[src/rtl/multi_slot_tick_timer_bank_top_macros.svh]
// Assertion macros used by the timer bank top level.
`ifndef MULTI_SLOT_TICK_TIMER_BANK_TOP_MACROS_SVH
`define MULTI_SLOT_TICK_TIMER_BANK_TOP_MACROS_SVH

// Condition that must hold at every clock edge outside reset.
`define MSTB_ASSERT_ALWAYS(lbl, cond, msg) \
  lbl: assert property (@(posedge clk_i) disable iff (!rst_ni) (cond)) else $error(msg);

// Consequence that must hold in the clock after the antecedent.
`define MSTB_ASSERT_NEXT(lbl, ante, cons, msg) \
  lbl: assert property (@(posedge clk_i) disable iff (!rst_ni) (ante) |=> (cons)) \
    else $error(msg);

`endif

[src/rtl/mstb_pkg.sv]
// Package with the sizes, codes and shared types of the timer bank.
package mstb_pkg;

  localparam int NUM_SLOTS    = 16;
  localparam int IDX_W        = (NUM_SLOTS > 1) ? $clog2(NUM_SLOTS) : 1;
  localparam int MAX_RESULTS  = 16;
  localparam int CNT_W        = $clog2(MAX_RESULTS + 1);
  localparam int COUNT_W      = 30;
  localparam int SLOT_FIELD_W = 4;
  localparam int FUNC_W       = 2;

  typedef enum logic [FUNC_W-1:0] {
    FUNC_TICK = 2'd0,
    FUNC_ARM  = 2'd1,
    FUNC_STOP = 2'd2
  } func_e;

  localparam logic STATUS_OK = 1'b0;

  typedef struct packed {
    logic                    arm;
    logic                    stop;
    logic [SLOT_FIELD_W-1:0] slot;
    logic [COUNT_W-1:0]      timeout;
    logic                    act;
    logic                    rep;
  } wr_t;

  typedef struct packed {
    logic start;
    logic adv;
  } scan_ctl_t;

endpackage

[src/rtl/mstb_req_if.sv]
// Request channel interface of the timer bank.
interface mstb_req_if;
  logic                                valid;
  logic                                ready;
  logic [mstb_pkg::FUNC_W-1:0]         func;
  logic [mstb_pkg::SLOT_FIELD_W-1:0]   slot;
  logic [mstb_pkg::COUNT_W-1:0]        timeout;
  logic                                start_active;
  logic                                repeat_req;

  modport source (output valid, func, slot, timeout, start_active, repeat_req, input ready);
  modport sink (input valid, func, slot, timeout, start_active, repeat_req, output ready);
endinterface

[src/rtl/mstb_res_if.sv]
// Result channel interface of the timer bank.
interface mstb_res_if;
  logic                              valid;
  logic                              ready;
  logic                              fired;
  logic [mstb_pkg::SLOT_FIELD_W-1:0] fired_slot;
  logic                              status;
  logic                              last;

  modport source (output valid, fired, fired_slot, status, last, input ready);
  modport sink (input valid, fired, fired_slot, status, last, output ready);
endinterface

[src/rtl/mstb_cell.sv]
// One timer slot cell: holds the slot state and passes the scan token on.
module mstb_cell (
  input  logic                       clk_i,
  input  logic                       rst_ni,
  input  logic [mstb_pkg::COUNT_W-1:0] tick_step_i,
  input  mstb_pkg::scan_ctl_t        scan_i,
  input  mstb_pkg::wr_t              wr_i,
  input  logic                       sel_i,
  input  logic                       tok_i,
  output logic                       tok_o,
  output logic                       fire_o
);
  import mstb_pkg::*;

  logic               tok_q;
  logic               en_q;
  logic               cyc_q;
  logic [COUNT_W-1:0] rem_q;
  logic [COUNT_W-1:0] reload_q;
  logic               hit;
  logic               upd;

  assign hit    = rem_q < tick_step_i;
  assign upd    = tok_q & scan_i.adv & en_q;
  assign fire_o = tok_q & en_q & hit;
  assign tok_o  = tok_q;

  always_ff @(posedge clk_i or negedge rst_ni) begin
    if (!rst_ni) begin
      tok_q <= 1'b0;
      en_q  <= 1'b0;
      cyc_q <= 1'b0;
    end else begin
      if (scan_i.adv) begin
        tok_q <= tok_i;
      end
      if (sel_i && wr_i.arm) begin
        en_q  <= wr_i.act;
        cyc_q <= wr_i.rep;
      end else if (sel_i && wr_i.stop) begin
        en_q <= 1'b0;
      end else if (upd && hit && !cyc_q) begin
        en_q <= 1'b0;
      end
    end
  end

  always_ff @(posedge clk_i) begin
    if (sel_i && wr_i.arm) begin
      rem_q    <= wr_i.timeout;
      reload_q <= wr_i.timeout;
    end else if (upd) begin
      rem_q <= (hit && cyc_q) ? reload_q : rem_q - tick_step_i;
    end
  end

endmodule

[src/rtl/mstb_ctrl.sv]
// Sequencer: takes requests, drives the token scan and orders the results.
module mstb_ctrl (
  input  logic                clk_i,
  input  logic                rst_ni,
  mstb_req_if.sink            req_i,
  mstb_res_if.source          res_o,
  input  logic                fire_i,
  output mstb_pkg::wr_t       wr_o,
  output mstb_pkg::scan_ctl_t scan_o
);
  import mstb_pkg::*;

  typedef enum logic [1:0] {
    S_IDLE,
    S_SCAN,
    S_FINAL
  } state_e;

  typedef struct packed {
    logic                    fired;
    logic [SLOT_FIELD_W-1:0] fired_slot;
    logic                    status;
    logic                    last;
  } res_t;

  state_e                  state_q;
  logic [IDX_W-1:0]        idx_q;
  logic [CNT_W-1:0]        cnt_q;
  logic                    pend_v_q;
  logic [SLOT_FIELD_W-1:0] pend_slot_q;
  logic                    out_v_q;
  logic                    out_v_d;
  res_t                    out_q;

  logic                    push_ok;
  logic                    out_push;
  logic                    acc;
  logic                    in_range;
  logic                    rec;
  logic [IDX_W+SLOT_FIELD_W-1:0] idx_ext;

  assign push_ok  = !out_v_q || res_o.ready;
  assign req_i.ready = (state_q == S_IDLE) && push_ok;
  assign acc      = req_i.valid && req_i.ready;
  assign in_range = int'(req_i.slot) < NUM_SLOTS;
  assign rec      = fire_i && (cnt_q < CNT_W'(MAX_RESULTS));
  assign idx_ext  = {{SLOT_FIELD_W{1'b0}}, idx_q};

  assign wr_o.arm     = acc && (req_i.func == FUNC_ARM) && in_range;
  assign wr_o.stop    = acc && (req_i.func == FUNC_STOP) && in_range;
  assign wr_o.slot    = req_i.slot;
  assign wr_o.timeout = req_i.timeout;
  assign wr_o.act     = req_i.start_active;
  assign wr_o.rep     = req_i.repeat_req;

  assign scan_o.start = acc && (req_i.func == FUNC_TICK);
  assign scan_o.adv   = scan_o.start ||
                        ((state_q == S_SCAN) && !(rec && pend_v_q && !push_ok));

  assign out_push = ((state_q == S_IDLE) && acc && (req_i.func != FUNC_TICK)) ||
                    ((state_q == S_SCAN) && scan_o.adv && rec && pend_v_q) ||
                    ((state_q == S_FINAL) && push_ok);
  assign out_v_d  = out_push || (out_v_q && !res_o.ready);

  assign res_o.valid      = out_v_q;
  assign res_o.fired      = out_q.fired;
  assign res_o.fired_slot = out_q.fired_slot;
  assign res_o.status     = out_q.status;
  assign res_o.last       = out_q.last;

  always_ff @(posedge clk_i or negedge rst_ni) begin
    if (!rst_ni) begin
      state_q     <= S_IDLE;
      idx_q       <= '0;
      cnt_q       <= '0;
      pend_v_q    <= 1'b0;
      pend_slot_q <= '0;
      out_v_q     <= 1'b0;
      out_q       <= '0;
    end else begin
      out_v_q <= out_v_d;
      unique case (state_q)
        S_IDLE: begin
          if (acc) begin
            if (req_i.func == FUNC_TICK) begin
              state_q  <= S_SCAN;
              idx_q    <= '0;
              cnt_q    <= '0;
              pend_v_q <= 1'b0;
            end else begin
              out_q   <= '{fired: 1'b0, fired_slot: '0, status: STATUS_OK, last: 1'b1};
            end
          end
        end
        S_SCAN: begin
          if (scan_o.adv) begin
            if (rec) begin
              if (pend_v_q) begin
                out_q   <= '{fired: 1'b1, fired_slot: pend_slot_q, status: STATUS_OK,
                             last: 1'b0};
              end
              pend_v_q    <= 1'b1;
              pend_slot_q <= idx_ext[SLOT_FIELD_W-1:0];
              cnt_q       <= cnt_q + CNT_W'(1);
            end
            if (idx_q == IDX_W'(NUM_SLOTS - 1)) begin
              state_q <= S_FINAL;
            end else begin
              idx_q <= idx_q + IDX_W'(1);
            end
          end
        end
        S_FINAL: begin
          if (push_ok) begin
            out_q   <= '{fired: pend_v_q, fired_slot: pend_v_q ? pend_slot_q : '0,
                         status: STATUS_OK, last: 1'b1};
            state_q <= S_IDLE;
          end
        end
        default: begin
          state_q <= S_IDLE;
        end
      endcase
    end
  end

endmodule

[src/rtl/multi_slot_tick_timer_bank_top.sv]
// Top level of the timer bank: slot cell chain, sequencer and step register.
//
//   Channel   Dir  Handshake     Carries
//   req_i     in   valid/ready   func, slot, timeout, start_active, repeat_req
//   res_o     out  valid/ready   fired, fired_slot, status, last
//   tick_step in   write enable  tick_step_i, taken when tick_step_we_i is high
//
// An arm, stop or unused request yields a registered result, valid in the cycle after it is taken.
// A tick request walks a token down the sixteen cells, one cell per cycle while the
// result channel does not stall the scan; a final state then hands on the last result.
// A cell holding the token waits while a found expiry cannot be handed on.
// Reset clears the enable and cyclic bits; counts are undefined until armed.
`include "multi_slot_tick_timer_bank_top_macros.svh"

module multi_slot_tick_timer_bank_top (
  input  logic                         clk_i,
  input  logic                         rst_ni,
  mstb_req_if.sink                     req_i,
  mstb_res_if.source                   res_o,
  input  logic                         tick_step_we_i,
  input  logic [mstb_pkg::COUNT_W-1:0] tick_step_i
);
  import mstb_pkg::*;

  logic [COUNT_W-1:0]   tick_step_q;
  wr_t                  wr;
  scan_ctl_t            scan;
  logic [NUM_SLOTS-1:0] sel;
  logic [NUM_SLOTS-1:0] tok;
  logic [NUM_SLOTS-1:0] fire;

  always_ff @(posedge clk_i or negedge rst_ni) begin
    if (!rst_ni) begin
      tick_step_q <= COUNT_W'(1);
    end else if (tick_step_we_i) begin
      tick_step_q <= tick_step_i;
    end
  end

  mstb_ctrl u_ctrl (
    .clk_i  (clk_i),
    .rst_ni (rst_ni),
    .req_i  (req_i),
    .res_o  (res_o),
    .fire_i (|fire),
    .wr_o   (wr),
    .scan_o (scan)
  );

  for (genvar g = 0; g < NUM_SLOTS; g++) begin : g_cell
    logic tok_in;
    assign sel[g] = int'(wr.slot) == g;
    if (g == 0) begin : g_head
      assign tok_in = scan.start;
    end else begin : g_body
      assign tok_in = tok[g-1];
    end
    mstb_cell u_cell (
      .clk_i       (clk_i),
      .rst_ni      (rst_ni),
      .tick_step_i (tick_step_q),
      .scan_i      (scan),
      .wr_i        (wr),
      .sel_i       (sel[g]),
      .tok_i       (tok_in),
      .tok_o       (tok[g]),
      .fire_o      (fire[g])
    );
  end

  `MSTB_ASSERT_ALWAYS(a_tok_single, $onehot0(tok), "more than one cell holds the scan token")
  `MSTB_ASSERT_NEXT(a_tok_start, scan.start, $onehot(tok), "tick did not place a scan token")
  `MSTB_ASSERT_NEXT(a_tok_leave, scan.adv && tok[NUM_SLOTS-1], tok == '0,
    "scan token did not leave the last cell")

endmodule

[src/flat_wrapper.sv]
// flat-port wrapper written by rule: the top's interface ports become plain ports
module multi_slot_tick_timer_bank_top_flat import mstb_pkg::*;
  (clk_i, rst_ni, tick_step_we_i, tick_step_i, req_i_valid, req_i_func, req_i_slot, req_i_timeout, req_i_start_active, req_i_repeat_req, req_i_ready, res_o_valid, res_o_fired, res_o_fired_slot, res_o_status, res_o_last, res_o_ready);
  mstb_req_if req_i_i ();
  mstb_res_if res_o_i ();
  input  logic clk_i;
  input  logic rst_ni;
  input  logic tick_step_we_i;
  input  logic [mstb_pkg::COUNT_W-1:0] tick_step_i;
  input wire logic [$bits(req_i_i.valid)-1:0] req_i_valid;
  input wire logic [$bits(req_i_i.func)-1:0] req_i_func;
  input wire logic [$bits(req_i_i.slot)-1:0] req_i_slot;
  input wire logic [$bits(req_i_i.timeout)-1:0] req_i_timeout;
  input wire logic [$bits(req_i_i.start_active)-1:0] req_i_start_active;
  input wire logic [$bits(req_i_i.repeat_req)-1:0] req_i_repeat_req;
  output wire logic [$bits(req_i_i.ready)-1:0] req_i_ready;
  output wire logic [$bits(res_o_i.valid)-1:0] res_o_valid;
  output wire logic [$bits(res_o_i.fired)-1:0] res_o_fired;
  output wire logic [$bits(res_o_i.fired_slot)-1:0] res_o_fired_slot;
  output wire logic [$bits(res_o_i.status)-1:0] res_o_status;
  output wire logic [$bits(res_o_i.last)-1:0] res_o_last;
  input wire logic [$bits(res_o_i.ready)-1:0] res_o_ready;
  assign req_i_i.valid = req_i_valid;
  assign req_i_i.func = req_i_func;
  assign req_i_i.slot = req_i_slot;
  assign req_i_i.timeout = req_i_timeout;
  assign req_i_i.start_active = req_i_start_active;
  assign req_i_i.repeat_req = req_i_repeat_req;
  assign req_i_ready = req_i_i.ready;
  assign res_o_valid = res_o_i.valid;
  assign res_o_fired = res_o_i.fired;
  assign res_o_fired_slot = res_o_i.fired_slot;
  assign res_o_status = res_o_i.status;
  assign res_o_last = res_o_i.last;
  assign res_o_i.ready = res_o_ready;
  multi_slot_tick_timer_bank_top u_core (.clk_i(clk_i), .rst_ni(rst_ni), .req_i(req_i_i), .res_o(res_o_i), .tick_step_we_i(tick_step_we_i), .tick_step_i(tick_step_i));
endmodule
[config.mk]
export PLATFORM = sky130hd
export DESIGN_NAME = multi_slot_tick_timer_bank_top_flat
export DESIGN_NICKNAME = d
export VERILOG_FILES = /design/src/rtl/mstb_pkg.sv /design/src/rtl/mstb_req_if.sv /design/src/rtl/mstb_res_if.sv /design/src/rtl/mstb_cell.sv /design/src/rtl/mstb_ctrl.sv /design/src/rtl/multi_slot_tick_timer_bank_top.sv /design/src/flat_wrapper.sv
export VERILOG_INCLUDE_DIRS = /design/src /design/src/rtl
export SDC_FILE = /design/constraint.sdc
export NUM_CORES = 2
export LEC_CHECK = 0
export ABC_AREA = 1
export BUFFER_PORTS_ARGS = -buffer_cell sky130_fd_sc_hd__buf_2
export CAP_MARGIN = 20
export CORE_ASPECT_RATIO = 0.5
export CORE_MARGIN = 8
export CORE_UTILIZATION = 25
export DETAILED_ROUTE_END_ITERATION = 10
export PLACE_DENSITY = 0.39
export SLEW_MARGIN = 15
export SYNTH_ARGS = -nofsm -noshare
export SYNTH_HDL_FRONTEND = slang
export SYNTH_SLANG_ARGS = --single-unit
[constraint.sdc]
create_clock -name clk_i -period 9.2 [get_ports clk_i]
set_input_delay 1.38 -clock clk_i [delete_from_list [all_inputs] [get_ports clk_i]]
set_output_delay 1.38 -clock clk_i [all_outputs]
set_load 0.1 [all_outputs]
==> results by group <==
Setup path
  – Critical path arrival: 6160 ps
  – Crit path kind: reg -> reg
  – CP Max Fanout: 32
  – Origin of the critical flop-to-flop path: u_core.tick_step_q[0]
  – Worst Setup SP: u_core.tick_step_q[0]
  – CP endpoint kind: register
  – Worst setup SP type: register
  – Critical path required time: about 9700 ps

Drt
  – Via count: 56.9k
  – Final ANT Viol Nets: 0
  – Iteration-0 DRC Markers: ~5.2k
  – Wire per inst: approximately 24 um
  – Drt via density: roughly 5
  – WL final: around 280 mm
  – Drt drc: 0
  – First drt pass iteration count: 5

Clocking
  – Root buf cell: clkbuf_16
  – Clk slew on worst S/H paths: 60 ps
  – Post-CTS setup buffer count: 0
  – Post-CTS sizing: 0
  – H-tree levels: 3
  – CTS tree: done
  – Cts bufs inserted: 118
  – CTS Sinks: between 1k and 1.5k
  – Largest buffer count on any clock path: 3
  – Skew-Pair Late Insertion Delay: just under 800 ps
  – Post-CTS Hold Buffers: 0

Floorplan
  – Io pins: 82
  – DIE HEIGHT: 384 um
  – Initial core utilization: 0.251
  – Die Footprint: 0.289 mm2
  – Core box area: 0.270 mm2
  – Row count: 135
  – Die W: 752 um

GRT
  – First-pass GRT wire length: around 400 mm
  – GRT Util Overall: 0.186
  – Total grt overflow: 0
  – Antenna violations before repair: between 40 and 50
  – Vias in the first global route: 54.9k
  – Largest net degree at the start of global routing: ~60

Pwr
  – P per Cell Area: approximately 220 mW/mm2
  – P_int: between 10 and 15 mW
  – Sw power: 6.12 mW
  – Sw frac: 0.369
  – Comb pwr share: 0.335
  – Clk pwr share: 0.300
  – Worst ir drop on vdd: between 0.1 and 0.15 mV
  – Flop pwr share: 0.365
  – Leak pwr: around 32 nW

Yosys
  – Register area share after synthesis: 0.463
  – Synthesized Nets: 8324
  – Cell area after synthesis: slightly below 0.07 mm2
  – Flops & latches, synth: between 1k and 1.5k
  – Asr flop ratio synth: 0.0952
  – Post-synth EDFFs: 960
  – Syn avg cell area: approximately 8.7 um2
  – Cells after synthesis: slightly below 8k
  – Synth warn: 0
  – Top FF cell, synth: edfxtp_1
  – Distinct cells, synth: just over 60

Placement
  – Global placer's final weighted congestion: 0.864
  – Port Buffers: 80
  – Dpl ws: roughly 3500 ps
  – DP HPWL: 177 mm
  – Placement Cell Area: between 0.07 and 0.08 mm2

Final layout
  – Layout cells sized above 1: 0.0820
  – Commonest non-fill, non-tap cell in the layout: nand2_1
  – Post-route cell area: between 0.07 and 0.08 mm2
  – Fillers: between 20k and 30k
  – # nets final: 8401
  – Core Util, Final: 0.285
  – Layout area overhead: 13.6%
  – Most frequent cells in the layout: nand2_1, edfxtp_1, a21oi_1

Timing
  – RSZ-0062 raised after global routing: false
  – Final period util: 0.619
  – Final setup margin: 3510 ps
  – Final Max Slew Viols: 0
  – Final hold violation count: 0
  – Setup TNS Final: 0 ps
  – Setup Skew: 47.0 ps
  – Slew headroom: 0.226
  – Hold_ws: 473 ps
  – Max frequency: 176 MHz
  – Final setup violation count: 0
  – Clock period minus worst slack: about 5700 ps
  – Slew @ Worst Pin: about 1200 ps

Worst hold path
  – Hold Crit Class: reg -> reg
  – Hold Crit Start: u_core.u_ctrl.res_o.fired_slot[2]

Status
  – Status: complete, no violations

Run
  – Max-cap violations: 0
[kinds of logic (layout without fill, tap and decap cells)]
| kind of cell | after synthesis | after routing | synth area share |
|---|---|---|---|
| simple gates | 2985 | 2985 | 0.181 |
| xor+xnor | 362 | 362 | 0.0468 |
| compound gates | 1930 | 1930 | 0.162 |
| fa+ha+maj | 503 | 503 | 0.0947 |
| mux | 1 | 1 | 0.000166 |
| other cells | 1 | 18 | 0.0000554 |
| flops | 1061 | 1061 | 0.463 |
| buf+inv | 905 | 1085 | 0.0516 |
[stage by stage]
| stage | instances | total power [mW] |
|---|---|---|
| after floorplan | 7748 | 9.94 |
| after global placement | 11300 | 11.7 |
| after detailed placement | 11300 | 11.7 |
| after CTS | 11600 | 16.7 |
| after global routing | 11600 | 17.6 |
| final | 11600 | 16.6 |
[registers in the layout, indices dropped and copies added, names as in the netlist, 4 cells and up]
| register | cells |
|---|---|
| u_core.g_cell.u_cell.reload_q | 480 |
| u_core.g_cell.u_cell.rem_q | 480 |
| u_core.tick_step_q | 30 |
| u_core.g_cell.u_cell.cyc_q | 16 |
| u_core.g_cell.u_cell.en_q | 16 |
| u_core.g_cell.u_cell.tok_o | 16 |
| u_core.u_ctrl.cnt_q | 5 |
| u_core.u_ctrl.idx_q | 4 |
| u_core.u_ctrl.pend_slot_q | 4 |
| u_core.u_ctrl.res_o.fired_slot | 4 |
[power by group through the flow]
stage | Sequential, mW | Combinational (mW) | Clock, mW
after floorplan | 6.12 | 3.82 | 0
after global placement | 6.15 | 5.54 | 0
after detailed placement | 6.14 | 5.54 | 0
after CTS | 6.04 | 5.56 | 5.10
after global routing | 6.07 | 6.22 | 5.26
final | 6.05 | 5.55 | 4.97
[final cells by class]
cell class / instances / area [um2] / share of cell area
inverters: 648 / 2440 / 0.0317
multi-input cells: 5782 / 33100 / 0.431
flip-flops and latches: 1061 / 31400 / 0.408
clock buffers: 157 / 3270 / 0.0426
diodes: 17 / 42.5 / 0.000553
repair buffers: 214 / 1520 / 0.0197
well taps: 3630 / 4540 / 0.0591
clock inverters: 66 / 616 / 0.00800
[cell usage after synthesis, drive strengths merged (12+ instances only)]
library cell	instances	area share
a21o	90	0.010
nand3	305	0.023
ha	487	0.090
edfxtp	960	0.43
a21oi	856	0.063
clkbuf	170	0.0094
o21ai	555	0.042
fa	16	0.0047
or2	30	0.0028
o211ai	232	0.026
nor4	37	0.0035
buf	87	0.0063
nor3	59	0.0050
nand2	1863	0.11
o21bai	37	0.0041
o221ai	29	0.0037
a211oi	16	0.0018
nand4	13	0.0013
nor2	660	0.037
a21boi	42	0.0047
a31oi	31	0.0029
o22ai	18	0.0017
xnor2	139	0.018
xor2	223	0.029
dfrtp	100	0.037
inv	643	0.036
a22oi	12	0.0013
[path summary, 6_finish.rpt]
kind                            slack, ps                                 end  depth (start not counted)
worst max-delay path                 3510  u_core.g_cell[15].u_cell.rem_q[19]                         22
worst min-delay path                  470   u_core.u_ctrl.res_o.fired_slot[2]                          2
worst max register to register       3510  u_core.g_cell[15].u_cell.rem_q[19]                         22
worst min register to register        470   u_core.u_ctrl.res_o.fired_slot[2]                          2
max in group asynchronous            7280            u_core.u_ctrl.res_o.last                          2
min in group asynchronous             640              u_core.tick_step_q[14]                          1
[critical path: stages (launching register included)]
cell and delay [ps]:
dfstp_2 1160, ha_1 290, inv_1 60, fa_1 370, nand2_1 90, nand3_1 100, nand3_1 90, nand2_1 150
nand2_1 110, nand2_2 110, nand2_1 130, nand3_1 320, nand2_1 290, inv_1 60, nand2_1 70, nor2_2 60
nand2_2 120, nand3_4 150, nand2_4 330, nand2_8 300, nand2_1 170, nand2_1 390, buf_4 420
[layer usage]
layer | routed length [um] | GRT usage | vias up
met2 | 123000 | 0.298 | 1635
met1 | 134000 | 0.270 | 27800
li1 | - | - | 27200
met3 | 14700 | 0.0160 | 289
met5 | 42 | 0.00116 | -
met4 | 7330 | 0.0486 | 2
Note: power is estimated with default switching activity, not from simulation.
